File: src/rtl/ssbm_pkg.sv
// ----------------------------------------------------------------------------
// ssbm_pkg
// Shared types for the soft-switch bank mapper: access regions, the switch
// flag set and the decoded result of one access.
// ----------------------------------------------------------------------------
package ssbm_pkg;

  // access kind
  localparam logic OP_READ  = 1'b0;
  localparam logic OP_WRITE = 1'b1;

  // region codes of a decoded access
  typedef enum logic [2:0] {
    REG_RAM     = 3'd0,
    REG_SWITCH  = 3'd1,
    REG_INTROM  = 3'd2,
    REG_SLOTROM = 3'd3,
    REG_SLOTC8  = 3'd4,
    REG_LCAREA  = 3'd5,
    REG_EXTIO   = 3'd6
  } region_t;

  // soft-switch flags
  typedef struct packed {
    logic aux_read;
    logic aux_write;
    logic aux_zero_page;
    logic store_80;
    logic second_page;
    logic high_res;
    logic graphics_mode;
    logic mixed_mode;
    logic col_80;
    logic alt_charset;
    logic double_hires;
    logic iou_disable;
    logic slot_rom_on;
    logic slot3_rom_on;
    logic internal_c8_rom;
  } flags_t;

  localparam flags_t FLAGS_RESET = '{
    slot_rom_on: 1'b1,
    default:     1'b0
  };

  // decoded result of one access
  typedef struct packed {
    region_t    region;
    logic       aux_bank;
    logic [2:0] slot_number;
    logic [7:0] read_data;
    logic       speaker_toggle;
    logic       video_changed;
    logic [7:0] video_flags;
  } result_t;

endpackage

File: src/rtl/ssbm_req_if.sv
// ----------------------------------------------------------------------------
// ssbm_req_if
// Bus access channel: one item is a read or write at a 16-bit address.
// ----------------------------------------------------------------------------
interface ssbm_req_if;
  logic        valid;
  logic        ready;
  logic        opcode;
  logic [15:0] address;

  modport source (output valid, output opcode, output address, input ready);
  modport sink   (input valid, input opcode, input address, output ready);
endinterface

File: src/rtl/ssbm_rsp_if.sv
// ----------------------------------------------------------------------------
// ssbm_rsp_if
// Result channel: one item is the classification of one bus access.
// ----------------------------------------------------------------------------
interface ssbm_rsp_if;
  logic       valid;
  logic       ready;
  logic [2:0] region;
  logic       aux_bank;
  logic [2:0] slot_number;
  logic [7:0] read_data;
  logic       speaker_toggle;
  logic       video_changed;
  logic [7:0] video_flags;

  modport source (output valid, output region, output aux_bank, output slot_number,
                  output read_data, output speaker_toggle, output video_changed,
                  output video_flags, input ready);
  modport sink   (input valid, input region, input aux_bank, input slot_number,
                  input read_data, input speaker_toggle, input video_changed,
                  input video_flags, output ready);
endinterface

File: src/rtl/ssbm_decode.sv
// ----------------------------------------------------------------------------
// ssbm_decode
// Combinational decode of one access: region, bank, status byte, and the
// soft-switch flags as they stand after the access.
// ----------------------------------------------------------------------------
module ssbm_decode (
  input  logic             opcode,
  input  logic [15:0]      address,
  input  ssbm_pkg::flags_t flags,
  output ssbm_pkg::flags_t flags_next,
  output ssbm_pkg::result_t result
);
  import ssbm_pkg::*;

  // page boundaries
  localparam logic [7:0] PG_STACK_END = 8'h02;
  localparam logic [7:0] PG_TEXT_LO   = 8'h04;
  localparam logic [7:0] PG_TEXT_HI   = 8'h08;
  localparam logic [7:0] PG_HIRES_LO  = 8'h20;
  localparam logic [7:0] PG_HIRES_HI  = 8'h40;
  localparam logic [7:0] PG_IO        = 8'hC0;
  localparam logic [7:0] PG_SLOT3     = 8'hC3;
  localparam logic [7:0] PG_C8        = 8'hC8;
  localparam logic [7:0] PG_LC        = 8'hD0;
  localparam logic [7:0] LO_EXTIO     = 8'h90;

  // write-only switches
  localparam logic [7:0] SW_80STORE_OFF = 8'h00;
  localparam logic [7:0] SW_80STORE_ON  = 8'h01;
  localparam logic [7:0] SW_RAMRD_OFF   = 8'h02;
  localparam logic [7:0] SW_RAMRD_ON    = 8'h03;
  localparam logic [7:0] SW_RAMWRT_OFF  = 8'h04;
  localparam logic [7:0] SW_RAMWRT_ON   = 8'h05;
  localparam logic [7:0] SW_SLOTROM_ON  = 8'h06;
  localparam logic [7:0] SW_SLOTROM_OFF = 8'h07;
  localparam logic [7:0] SW_ALTZP_OFF   = 8'h08;
  localparam logic [7:0] SW_ALTZP_ON    = 8'h09;
  localparam logic [7:0] SW_SLOT3_OFF   = 8'h0A;
  localparam logic [7:0] SW_SLOT3_ON    = 8'h0B;
  localparam logic [7:0] SW_80COL_OFF   = 8'h0C;
  localparam logic [7:0] SW_80COL_ON    = 8'h0D;
  localparam logic [7:0] SW_ALTCH_OFF   = 8'h0E;
  localparam logic [7:0] SW_ALTCH_ON    = 8'h0F;
  localparam logic [7:0] SW_IOU_DIS     = 8'h7E;
  localparam logic [7:0] SW_IOU_EN      = 8'h7F;

  // status reads
  localparam logic [7:0] ST_RAMRD   = 8'h13;
  localparam logic [7:0] ST_RAMWRT  = 8'h14;
  localparam logic [7:0] ST_INTCX   = 8'h15;
  localparam logic [7:0] ST_ALTZP   = 8'h16;
  localparam logic [7:0] ST_SLOT3   = 8'h17;
  localparam logic [7:0] ST_80STORE = 8'h18;
  localparam logic [7:0] ST_TEXT    = 8'h1A;
  localparam logic [7:0] ST_MIXED   = 8'h1B;
  localparam logic [7:0] ST_PAGE2   = 8'h1C;
  localparam logic [7:0] ST_HIRES   = 8'h1D;
  localparam logic [7:0] ST_ALTCH   = 8'h1E;
  localparam logic [7:0] ST_80COL   = 8'h1F;
  localparam logic [7:0] ST_IOUDIS  = 8'h7E;
  localparam logic [7:0] ST_DHIRES  = 8'h7F;
  localparam logic [7:0] LO_SPK_LO  = 8'h30;
  localparam logic [7:0] LO_SPK_HI  = 8'h3F;

  // switches shared by reads and writes
  localparam logic [7:0] SW_GR_ON     = 8'h50;
  localparam logic [7:0] SW_GR_OFF    = 8'h51;
  localparam logic [7:0] SW_MIXED_OFF = 8'h52;
  localparam logic [7:0] SW_MIXED_ON  = 8'h53;
  localparam logic [7:0] SW_PAGE1     = 8'h54;
  localparam logic [7:0] SW_PAGE2     = 8'h55;
  localparam logic [7:0] SW_LORES     = 8'h56;
  localparam logic [7:0] SW_HIRES     = 8'h57;
  localparam logic [7:0] SW_DHIRES_ON = 8'h5E;
  localparam logic [7:0] SW_DHIRES_OFF = 8'h5F;

  logic [7:0] page;
  logic [7:0] lo;
  logic       rw_aux;
  logic       status;
  logic       common_vid;
  flags_t     nf;
  flags_t     cf;

  assign page   = address[15:8];
  assign lo     = address[7:0];
  assign rw_aux = (opcode == OP_WRITE) ? flags.aux_write : flags.aux_read;

  // shared video switches, applied to the current flags
  always_comb begin
    cf         = flags;
    common_vid = 1'b0;
    case (lo)
      SW_GR_ON:     begin cf.graphics_mode = 1'b1; common_vid = 1'b1; end
      SW_GR_OFF:    begin cf.graphics_mode = 1'b0; common_vid = 1'b1; end
      SW_MIXED_OFF: begin cf.mixed_mode = 1'b0; common_vid = 1'b1; end
      SW_MIXED_ON:  begin cf.mixed_mode = 1'b1; common_vid = 1'b1; end
      SW_PAGE1: begin
        cf.second_page = 1'b0;
        common_vid     = flags.second_page & ~flags.store_80;
      end
      SW_PAGE2: begin
        cf.second_page = 1'b1;
        common_vid     = ~flags.second_page & ~flags.store_80;
      end
      SW_LORES: begin
        cf.high_res = 1'b0;
        common_vid  = flags.high_res;
      end
      SW_HIRES: begin
        cf.high_res = 1'b1;
        common_vid  = ~flags.high_res;
      end
      SW_DHIRES_ON: begin cf.double_hires = 1'b1; common_vid = 1'b1; end
      SW_DHIRES_OFF: begin
        if (flags.iou_disable) begin
          cf.double_hires = 1'b0;
        end
        common_vid = flags.iou_disable;
      end
      default: ;
    endcase
  end

  // region, bank and switch effects
  always_comb begin
    nf                    = flags;
    result.region         = REG_RAM;
    result.aux_bank       = 1'b0;
    result.slot_number    = 3'd0;
    result.read_data      = 8'h00;
    result.speaker_toggle = 1'b0;
    result.video_changed  = 1'b0;
    status                = 1'b0;

    if (page < PG_STACK_END) begin
      result.aux_bank = flags.aux_zero_page;
    end else if (page >= PG_TEXT_LO && page < PG_TEXT_HI) begin
      result.aux_bank = flags.store_80 ? flags.second_page : rw_aux;
    end else if (page >= PG_HIRES_LO && page < PG_HIRES_HI) begin
      result.aux_bank = (flags.store_80 & flags.high_res) ? flags.second_page : rw_aux;
    end else if (page < PG_IO) begin
      result.aux_bank = rw_aux;
    end else if (page == PG_IO) begin
      if (lo >= LO_EXTIO) begin
        result.region      = REG_EXTIO;
        result.slot_number = lo[6:4];
      end else if (opcode == OP_WRITE) begin
        result.region = REG_SWITCH;
        case (lo)
          SW_80STORE_OFF: nf.store_80 = 1'b0;
          SW_80STORE_ON:  nf.store_80 = 1'b1;
          SW_RAMRD_OFF:   nf.aux_read = 1'b0;
          SW_RAMRD_ON:    nf.aux_read = 1'b1;
          SW_RAMWRT_OFF:  nf.aux_write = 1'b0;
          SW_RAMWRT_ON:   nf.aux_write = 1'b1;
          SW_SLOTROM_ON:  nf.slot_rom_on = 1'b1;
          SW_SLOTROM_OFF: nf.slot_rom_on = 1'b0;
          SW_ALTZP_OFF:   nf.aux_zero_page = 1'b0;
          SW_ALTZP_ON:    nf.aux_zero_page = 1'b1;
          SW_SLOT3_OFF:   nf.slot3_rom_on = 1'b0;
          SW_SLOT3_ON:    nf.slot3_rom_on = 1'b1;
          SW_80COL_OFF: begin nf.col_80 = 1'b0; result.video_changed = 1'b1; end
          SW_80COL_ON:  begin nf.col_80 = 1'b1; result.video_changed = 1'b1; end
          SW_ALTCH_OFF:   nf.alt_charset = 1'b0;
          SW_ALTCH_ON:    nf.alt_charset = 1'b1;
          SW_IOU_DIS:     nf.iou_disable = 1'b1;
          SW_IOU_EN:      nf.iou_disable = 1'b0;
          default: begin
            nf                   = cf;
            result.video_changed = common_vid;
          end
        endcase
      end else begin
        result.region = REG_SWITCH;
        case (lo)
          ST_RAMRD:   status = flags.aux_read;
          ST_RAMWRT:  status = flags.aux_write;
          ST_INTCX:   status = ~flags.slot_rom_on;
          ST_ALTZP:   status = flags.aux_zero_page;
          ST_SLOT3:   status = flags.slot3_rom_on;
          ST_80STORE: status = flags.store_80;
          ST_TEXT:    status = ~flags.graphics_mode;
          ST_MIXED:   status = flags.mixed_mode;
          ST_PAGE2:   status = flags.second_page;
          ST_HIRES:   status = flags.high_res;
          ST_ALTCH:   status = flags.alt_charset;
          ST_80COL:   status = flags.col_80;
          ST_IOUDIS:  status = ~flags.iou_disable;
          ST_DHIRES:  status = flags.double_hires;
          default: begin
            if (lo >= LO_SPK_LO && lo <= LO_SPK_HI) begin
              result.speaker_toggle = 1'b1;
            end else begin
              nf                   = cf;
              result.video_changed = common_vid;
            end
          end
        endcase
        result.read_data = {status, 7'd0};
      end
    end else if (page < PG_LC) begin
      // Cx ROM space
      if (!flags.slot_rom_on) begin
        result.region = REG_INTROM;
      end else if (page >= PG_C8) begin
        result.region = flags.internal_c8_rom ? REG_INTROM : REG_SLOTC8;
      end else if (page == PG_SLOT3 && !flags.slot3_rom_on) begin
        result.region      = REG_INTROM;
        nf.internal_c8_rom = 1'b1;
      end else begin
        result.region      = REG_SLOTROM;
        result.slot_number = page[2:0];
      end
    end else begin
      result.region   = REG_LCAREA;
      result.aux_bank = flags.aux_zero_page;
    end

    result.video_flags = {nf.store_80, nf.double_hires, nf.alt_charset, nf.col_80,
                          nf.high_res, nf.second_page, nf.mixed_mode, nf.graphics_mode};
  end

  assign flags_next = nf;

endmodule

File: src/rtl/soft_switch_bank_mapper.sv
// ----------------------------------------------------------------------------
// soft_switch_bank_mapper
// Soft-switch bank mapper: classifies each bus access, picks the RAM bank and
// keeps the soft-switch flags.
//
// Usage:
//   req carries one access per item (opcode 0 read / 1 write, 16-bit address).
//   rsp returns one item per access, in order: region, bank, slot number,
//   status byte, speaker toggle, video-change flag and the video flags after
//   the access.
//   An accepted access is loaded into the input register; its decode is then
//   loaded into the result register, from which rsp takes it.
//   Throughput: one access per cycle; the input register feeds the result
//   register each cycle the result is empty or being taken.
//   Stall: while rsp.ready is low the result holds; one more access can sit
//   in the input register, after which req.ready drops.
//   Reset (rst, synchronous): empties both registers and returns the flags
//   to their power-on values, slot ROM mapped and all else off.
// ----------------------------------------------------------------------------
module soft_switch_bank_mapper (
  input logic        clk,
  input logic        rst,
  ssbm_req_if.sink   req,
  ssbm_rsp_if.source rsp
);
  import ssbm_pkg::*;

  logic        in_valid;
  logic        in_opcode;
  logic [15:0] in_address;
  logic        out_valid;
  result_t     out_result;
  flags_t      flags;
  flags_t      flags_next;
  result_t     result;
  logic        advance;

  // move the input register into the result register
  assign advance   = in_valid & (~out_valid | rsp.ready);
  assign req.ready = ~in_valid | advance;

  ssbm_decode u_decode (
    .opcode     (in_opcode),
    .address    (in_address),
    .flags      (flags),
    .flags_next (flags_next),
    .result     (result)
  );

  // input register
  always_ff @(posedge clk) begin
    if (rst) begin
      in_valid <= 1'b0;
    end else if (req.ready) begin
      in_valid <= req.valid;
    end
  end

  always_ff @(posedge clk) begin
    if (req.valid && req.ready) begin
      in_opcode  <= req.opcode;
      in_address <= req.address;
    end
  end

  // flag state, updated as each item is decoded
  always_ff @(posedge clk) begin
    if (rst) begin
      flags <= FLAGS_RESET;
    end else if (advance) begin
      flags <= flags_next;
    end
  end

  // result register
  always_ff @(posedge clk) begin
    if (rst) begin
      out_valid <= 1'b0;
    end else if (advance) begin
      out_valid <= 1'b1;
    end else if (rsp.ready) begin
      out_valid <= 1'b0;
    end
  end

  always_ff @(posedge clk) begin
    if (advance) begin
      out_result <= result;
    end
  end

  assign rsp.valid          = out_valid;
  assign rsp.region         = out_result.region;
  assign rsp.aux_bank       = out_result.aux_bank;
  assign rsp.slot_number    = out_result.slot_number;
  assign rsp.read_data      = out_result.read_data;
  assign rsp.speaker_toggle = out_result.speaker_toggle;
  assign rsp.video_changed  = out_result.video_changed;
  assign rsp.video_flags    = out_result.video_flags;

endmodule
File: src/flat_wrapper.sv
// flat-port wrapper written by rule: the top's interface ports become plain ports
module soft_switch_bank_mapper_flat import ssbm_pkg::*;
  (clk, rst, req_valid, req_opcode, req_address, req_ready, rsp_valid, rsp_region, rsp_aux_bank, rsp_slot_number, rsp_read_data, rsp_speaker_toggle, rsp_video_changed, rsp_video_flags, rsp_ready);
  ssbm_req_if req_i ();
  ssbm_rsp_if rsp_i ();
  input logic clk;
  input logic rst;
  input wire logic [$bits(req_i.valid)-1:0] req_valid;
  input wire logic [$bits(req_i.opcode)-1:0] req_opcode;
  input wire logic [$bits(req_i.address)-1:0] req_address;
  output wire logic [$bits(req_i.ready)-1:0] req_ready;
  output wire logic [$bits(rsp_i.valid)-1:0] rsp_valid;
  output wire logic [$bits(rsp_i.region)-1:0] rsp_region;
  output wire logic [$bits(rsp_i.aux_bank)-1:0] rsp_aux_bank;
  output wire logic [$bits(rsp_i.slot_number)-1:0] rsp_slot_number;
  output wire logic [$bits(rsp_i.read_data)-1:0] rsp_read_data;
  output wire logic [$bits(rsp_i.speaker_toggle)-1:0] rsp_speaker_toggle;
  output wire logic [$bits(rsp_i.video_changed)-1:0] rsp_video_changed;
  output wire logic [$bits(rsp_i.video_flags)-1:0] rsp_video_flags;
  input wire logic [$bits(rsp_i.ready)-1:0] rsp_ready;
  assign req_i.valid = req_valid;
  assign req_i.opcode = req_opcode;
  assign req_i.address = req_address;
  assign req_ready = req_i.ready;
  assign rsp_valid = rsp_i.valid;
  assign rsp_region = rsp_i.region;
  assign rsp_aux_bank = rsp_i.aux_bank;
  assign rsp_slot_number = rsp_i.slot_number;
  assign rsp_read_data = rsp_i.read_data;
  assign rsp_speaker_toggle = rsp_i.speaker_toggle;
  assign rsp_video_changed = rsp_i.video_changed;
  assign rsp_video_flags = rsp_i.video_flags;
  assign rsp_i.ready = rsp_ready;
  soft_switch_bank_mapper u_core (.clk(clk), .rst(rst), .req(req_i), .rsp(rsp_i));
endmodule
File: config.mk
export PLATFORM = sky130hd
export DESIGN_NAME = soft_switch_bank_mapper_flat
export DESIGN_NICKNAME = d
export VERILOG_FILES = /design/src/rtl/ssbm_pkg.sv /design/src/rtl/ssbm_req_if.sv /design/src/rtl/ssbm_rsp_if.sv /design/src/rtl/ssbm_decode.sv /design/src/rtl/soft_switch_bank_mapper.sv /design/src/flat_wrapper.sv
export SDC_FILE = /design/constraint.sdc
export NUM_CORES = 1
export LEC_CHECK = 0
export ABC_AREA = 1
export BUFFER_PORTS_ARGS = -buffer_cell sky130_fd_sc_hd__buf_2
export CAP_MARGIN = 20
export CORE_AREA = 5 5 92 94
export DETAILED_ROUTE_END_ITERATION = 10
export DIE_AREA = 0 0 97 99
export GPL_TIMING_DRIVEN = 0
export PLACE_DENSITY = 0.75
export SYNTH_ARGS = -nofsm -noshare
export SYNTH_HDL_FRONTEND = slang
export SYNTH_HIERARCHICAL = 1
export SYNTH_SLANG_ARGS = --single-unit
File: constraint.sdc
create_clock -name clk -period 1.85 [get_ports clk]
set_input_delay 0 -clock clk [delete_from_list [all_inputs] [get_ports clk]]
set_output_delay 0 -clock clk [all_outputs]
set_load 0.03 [all_outputs]
After elaboration in Yosys (flattened, before gate mapping)
Index checks and enable logic that the tools add are counted.
{"block": "totals", "regBits": 59, "inputBits": 21, "out_inout_bits": 27, "wordCells": 192}
{"block": "classes", "order_cmp": 11, "eq_ne": 41, "muxes": 62, "n_bitwise": 21, "n_reduce_logical": 30}
{"op": "8-bit by 5-bit == test with 1-bit output (second input constant)", "n": 12}
{"op": "8-bit by 7-bit == test with 1-bit output (second input constant)", "n": 12}
{"op": "8-bit by 4-bit == test with 1-bit output (second input constant)", "n": 8}
{"op": "12-bit 2-to-1 mux", "n": 5}
{"op": "9-bit AND reduction", "n": 6}
{"op": "3-bit 2-to-1 mux", "n": 12}
{"op": "11-bit 2-to-1 mux", "n": 3}
{"op": "8-bit by 3-bit == test with 1-bit output (second input constant)", "n": 4}
{"op": "1-bit case mux with 2 select lines", "n": 15}
{"op": "1-bit 2-to-1 mux", "n": 22}
{"op": "21-bit OR reduction", "n": 1}
{"op": "18-bit OR reduction", "n": 1}
{"op": "8-bit by 2-bit == test with 1-bit output (second input constant)", "n": 2}
{"op": "8-bit == test (second input constant)", "n": 2}
{"op": "8-bit by 6-bit greater-or-equal comparator with 1-bit output (second input constant)", "n": 2}
{"op": "8-bit greater-or-equal comparator (second input constant)", "n": 2}
{"op": "8-bit < comparator (second input constant)", "n": 2}
{"op": "16-bit OR reduction", "n": 1}
{"op": "15-bit 2-to-1 mux", "n": 1}
{"op": "1-bit NOT", "n": 15}
{"op": "1-bit case mux with 14 select lines", "n": 1}
{"op": "2-bit nonzero test", "n": 7}
{"op": "14-bit OR reduction", "n": 1}
{"op": "10-bit AND reduction", "n": 1}
{"op": "19 further kinds", "n": 27}

Logic depth before layout (Yosys ltp)
{"block": "depth", "ltp_word": 11, "ltp_mapped": 13, "ltp_nobuf": 13}

By module
The synthesis kept the hierarchy.
{"mod": "soft_switch_bank_mapper", "n_inst": 1, "cells_per_inst": 150, "area_per_inst_um2": 2005.7, "seq_area_each_um2": 1601.5}
{"mod": "ssbm_decode", "n_inst": 1, "cells_per_inst": 256, "area_per_inst_um2": 1307.5, "seq_area_each_um2": 0.0}

Worst setup path after synthesis
OpenSTA, ideal clock, no wires.
{"block": "synth_path", "path_type": "register -> register", "start": "register u_core.in_address[4]", "end": "register u_core.out_result (netlist bit u_core/rsp.video_flags[4]) (data pin)", "setup_ns": 0.251, "arrival_ns": 1.466, "t_required_ns": 1.599, "setup_slack_ns": 0.133, "path_stages_with_launch": 8, "n_path_buf": 1, "synth_period_minus_slack_ns": 1.717, "path_cell_list": "edfxtp_1 -> nor2_1 -> nand2_1 -> inv_1 -> nand2_1 -> o21ai_0 -> o21ai_0 -> buf_4"}
{"item": "start, declared", "line": "soft_switch_bank_mapper.sv:30", "source": "logic [15:0] in_address;"}
{"item": "start signal, assigned", "line": "soft_switch_bank_mapper.sv:62", "source": "in_address <= req.address;"}
{"item": "end signal, assigned", "line": "soft_switch_bank_mapper.sv:88", "source": "out_result <= result;"}
{"item": "end, declared", "line": "soft_switch_bank_mapper.sv:32", "source": "result_t out_result;"}

==> run_results.csv <==
group,metric,value,unit
floorplanning,dieArea,9603,um^2
run,cap_violations,0,
timing,timing_hold_violations_final,0,
clock_network,cts_sinks,59,
clock_network,cts_made_buffers,9,
floorplanning,dieWidth,97,um
clock_network,h-tree-depth,3,
placement,placedCellCount,561,
yosys,synth.largest_area_cell,"edfxtp_1",
run_status,outcome,"completed",
timing,fin_crit_sh,98.87,%
yosys,yosys_warnings,6,
yosys,yosysTopAreaCellShare,38.07,%
worst_setup_path,end_kind,"register",
timing,setup_viol,0,
layout,stdcell_count,622,
yosys,syn_area,3313,um^2
global_route,antenna_found_initial,0,
worst_setup_path,required,1.95,ns
worst_setup_path,start_kind,"register",
yosys,ys_seq_area_share,48.34,%
placement,dp.final_hpwl,6159,um
layout,nNetsFinal,536,
power_and_ir_drop,p_comb_share,17.0,%
worst_setup_path,arrival,1.93,ns
timing,fmax,546.7,MHz
detailed_routing,wl_met2,4359,um
yosys,syn_inst,406,
floorplanning,core_area,7567,um^2
power_and_ir_drop,seqPwrFrac,51.0,%
yosys,synth_area_per_cell,8.161,um^2
yosys,synth_edf_count,42,
placement,port_buffers,47,
hold_path,min_path_type,"input pin to register",
clock_network,clockRootBuffer,"clkbuf_8",
yosys,async_flop_share,0,%
worst_setup_path,critical_path_class,"register to register",
layout,diodes,0,
floorplanning,ioPinCount,48,
timing,maxSlewHeadroom,56.10,%
floorplanning,start_util,43.78,%
placement,placed_cell_area,3699,um^2
yosys,yosysUniqueCellTypes,39,
yosys,synth_common_cells,"nand2_1, inv_1, nor2_1",
worst_setup_path,crit_fanout,5,
global_route,grt_use_total,18.40,%
detailed_routing,wl,8873,um
yosys,yosys-top-cells-area,"edfxtp_1, dfxtp_1, nand2_1",
global_route,gr-total-overflow,0,
power_and_ir_drop,switching_share,28.66,%
global_route,grt_max_degree,26,
timing,period_needed,1.829,ns
detailed_routing,wl_met3,753,um
power_and_ir_drop,p_int,2187,uW
yosys,yosysMostFrequentCell,"nand2_1",
power_and_ir_drop,net-switching-power,878.8,uW
power_and_ir_drop,power_density,690.7,nW/um^2
power_and_ir_drop,clkPwrFrac,32.0,%
detailed_routing,wl_per_cell,14.27,um
detailed_routing,post-route-drc-count,0,
timing,rsz0062_at_grt,"yes",
detailed_routing,avgViaCountPerCell,5.088,
detailed_routing,vias,3165,
hold_path,hold_depth,5,
detailed_routing,dr.pass1.iters,5,
detailed_routing,detail-route-antenna-nets,0,
power_and_ir_drop,ir_drop,0.3553,mV
timing,worst_pin_slew,0.6577,ns
floorplanning,die_h,99,um
placement,globalplace.congestion,0.9345,
floorplanning,rows,32,
clock_network,clock_latency,0.34,ns
global_route,grt_pass1_wl,14280,um
timing,fin_tns_setup,0,ns
timing,slew_viol_final,0,
power_and_ir_drop,p_leak,0.001903,uW
detailed_routing,dr.max_layer_used,"met4",
clock_network,clk_pin_slew,0.07,ns
detailed_routing,wl_met1,3614,um
layout,drive_gt1_share,32.12,%
layout,fin_area,4439,um^2
clock_network,cts_tree,"built",
timing,skew,0.01151,ns
detailed_routing,drt_iter0_markers,275,
layout,syn2layout_area_growth,33.99,%
worst_setup_path,reg2regPathDepth,8,
global_route,grt_pass1_vias,3008,
yosys,ys_ff_latch,59,
clock_network,cts_buffer_depth,2,
yosys,synth_ff_type,"edfxtp_1",
[worst paths after layout]
check	from	endpoint	slack (ns)
max	u_core/in_address[5]	u_core/rsp.video_flags[5]	0.02
min	rsp_ready	u_core/rsp.valid	0.14
max reg2reg	u_core/in_address[5]	u_core/rsp.video_flags[5]	0.02
min reg2reg	u_core/flags[0]	u_core/flags[0]	0.50
[routing by layer]
metal,track usage (%),up-vias
met5,0,-
met4,6.479,0
met3,4.742,17
met2,30.57,147
met1,23.28,1445
li1,-,1556
[stage by stage]
stage	total power (uW)	setup slack [ns]	util [%]	hold slack (ns)
after CTS	3030	0.007275	55.08	0.08937
final	3066	0.02087	58.66	0.1404
after global routing	3226	-0.03021	58.66	0.1598
after global placement	1992	-0.2676	48.88	0.1766
after detailed placement	2002	-0.3061	48.88	0.1781
after floorplan	1876	0.1328	-	0.06907
[registers in the layout (all words and copies together) (netlist names)]
register / count
u_core/in_opcode: 1
u_core/flags: 15
u_core/in_valid: 1
u_core/rsp.speaker_toggle: 1
u_core/rsp.video_changed: 1
u_core/rsp.region: 3
u_core/rsp.video_flags: 8
u_core/in_address: 16
u_core/rsp.aux_bank: 1
u_core/rsp.read_data: 8
u_core/rsp.slot_number: 3
u_core/rsp.valid: 1
[critical path: stages, from the launching register on]
cell and delay [ns]:
edfxtp_1 0.50, nor2_4 0.22, a21oi_4 0.09, nor2_4 0.17
nand2_4 0.09, buf_8 0.15, o21ai_4 0.13, o31ai_4 0.10
buf_4 0.14
[layout make-up]
cell class / count / area (um^2)
Tap cell: 102 / 127.6
Timing Repair Buffer: 92 / 644.4
Multi-Input combinational cell: 271 / 1494
Clock buffer: 11 / 131.4
Fill cell: 662 / 3128
Inverter: 58 / 226.5
Buffer: 24 / 183.9
Clock inverter: 5 / 30.03
Sequential cell: 59 / 1602
[logic make-up (layout without fill, tap and decap cells)]
| logic type | after synthesis | after routing | share of synthesized area, % |
|---|---|---|---|
| simple gates | 196 | 196 | 27.45 |
| buf+inv | 82 | 190 | 12.01 |
| compound gates | 68 | 68 | 12.09 |
| flops | 59 | 59 | 48.34 |
| other cells | 1 | 7 | 0.1132 |
[power groups by stage]
stage	logic [uW]	clock network [uW]	registers [uW]
final	520	982	1560
after global routing	567	1090	1570
after CTS	466	1010	1560
after detailed placement	413	0	1590
after global placement	407	0	1590
after floorplan	245	0	1630
[layout by cell type (no fill, tap or decap), types with 2 or more instances in the layout]
cell type,count
edfxtp_1,42
nor2_1,44
conb_1,7
nand3b_1,3
nand3_4,2
clkinvlp_4,3
nand2_1,65
nor3_1,4
clkbuf_1,2
dlygate4sd3_1,20
inv_1,43
buf_4,42
buf_6,2
inv_2,12
o21ai_2,6
clkinv_2,3
a21oi_1,23
clkbuf_8,9
buf_2,50
nand2_2,7
dfxtp_1,17
inv_4,2
nand2_4,4
o22ai_1,2
o21ai_0,11
nor2_2,7
o211ai_1,2
nand4_1,5
o21ai_1,12
nor2_4,7
nand3_2,3
nand3_1,41
[what timing repair did]
| item | CTS | global route |
|---|---|---|
| setup buffers | 9 | 15 |
| resized for setup | 16 | 44 |
| pin swaps | 3 | 11 |
| cloned | 0 | 1 |
| hold buffers | 20 | 0 |
| hold endpoints to repair | 19 | 0 |
| endpoints found under the setup margin | 23 | 49 |
(Power assumes the default switching activity.)
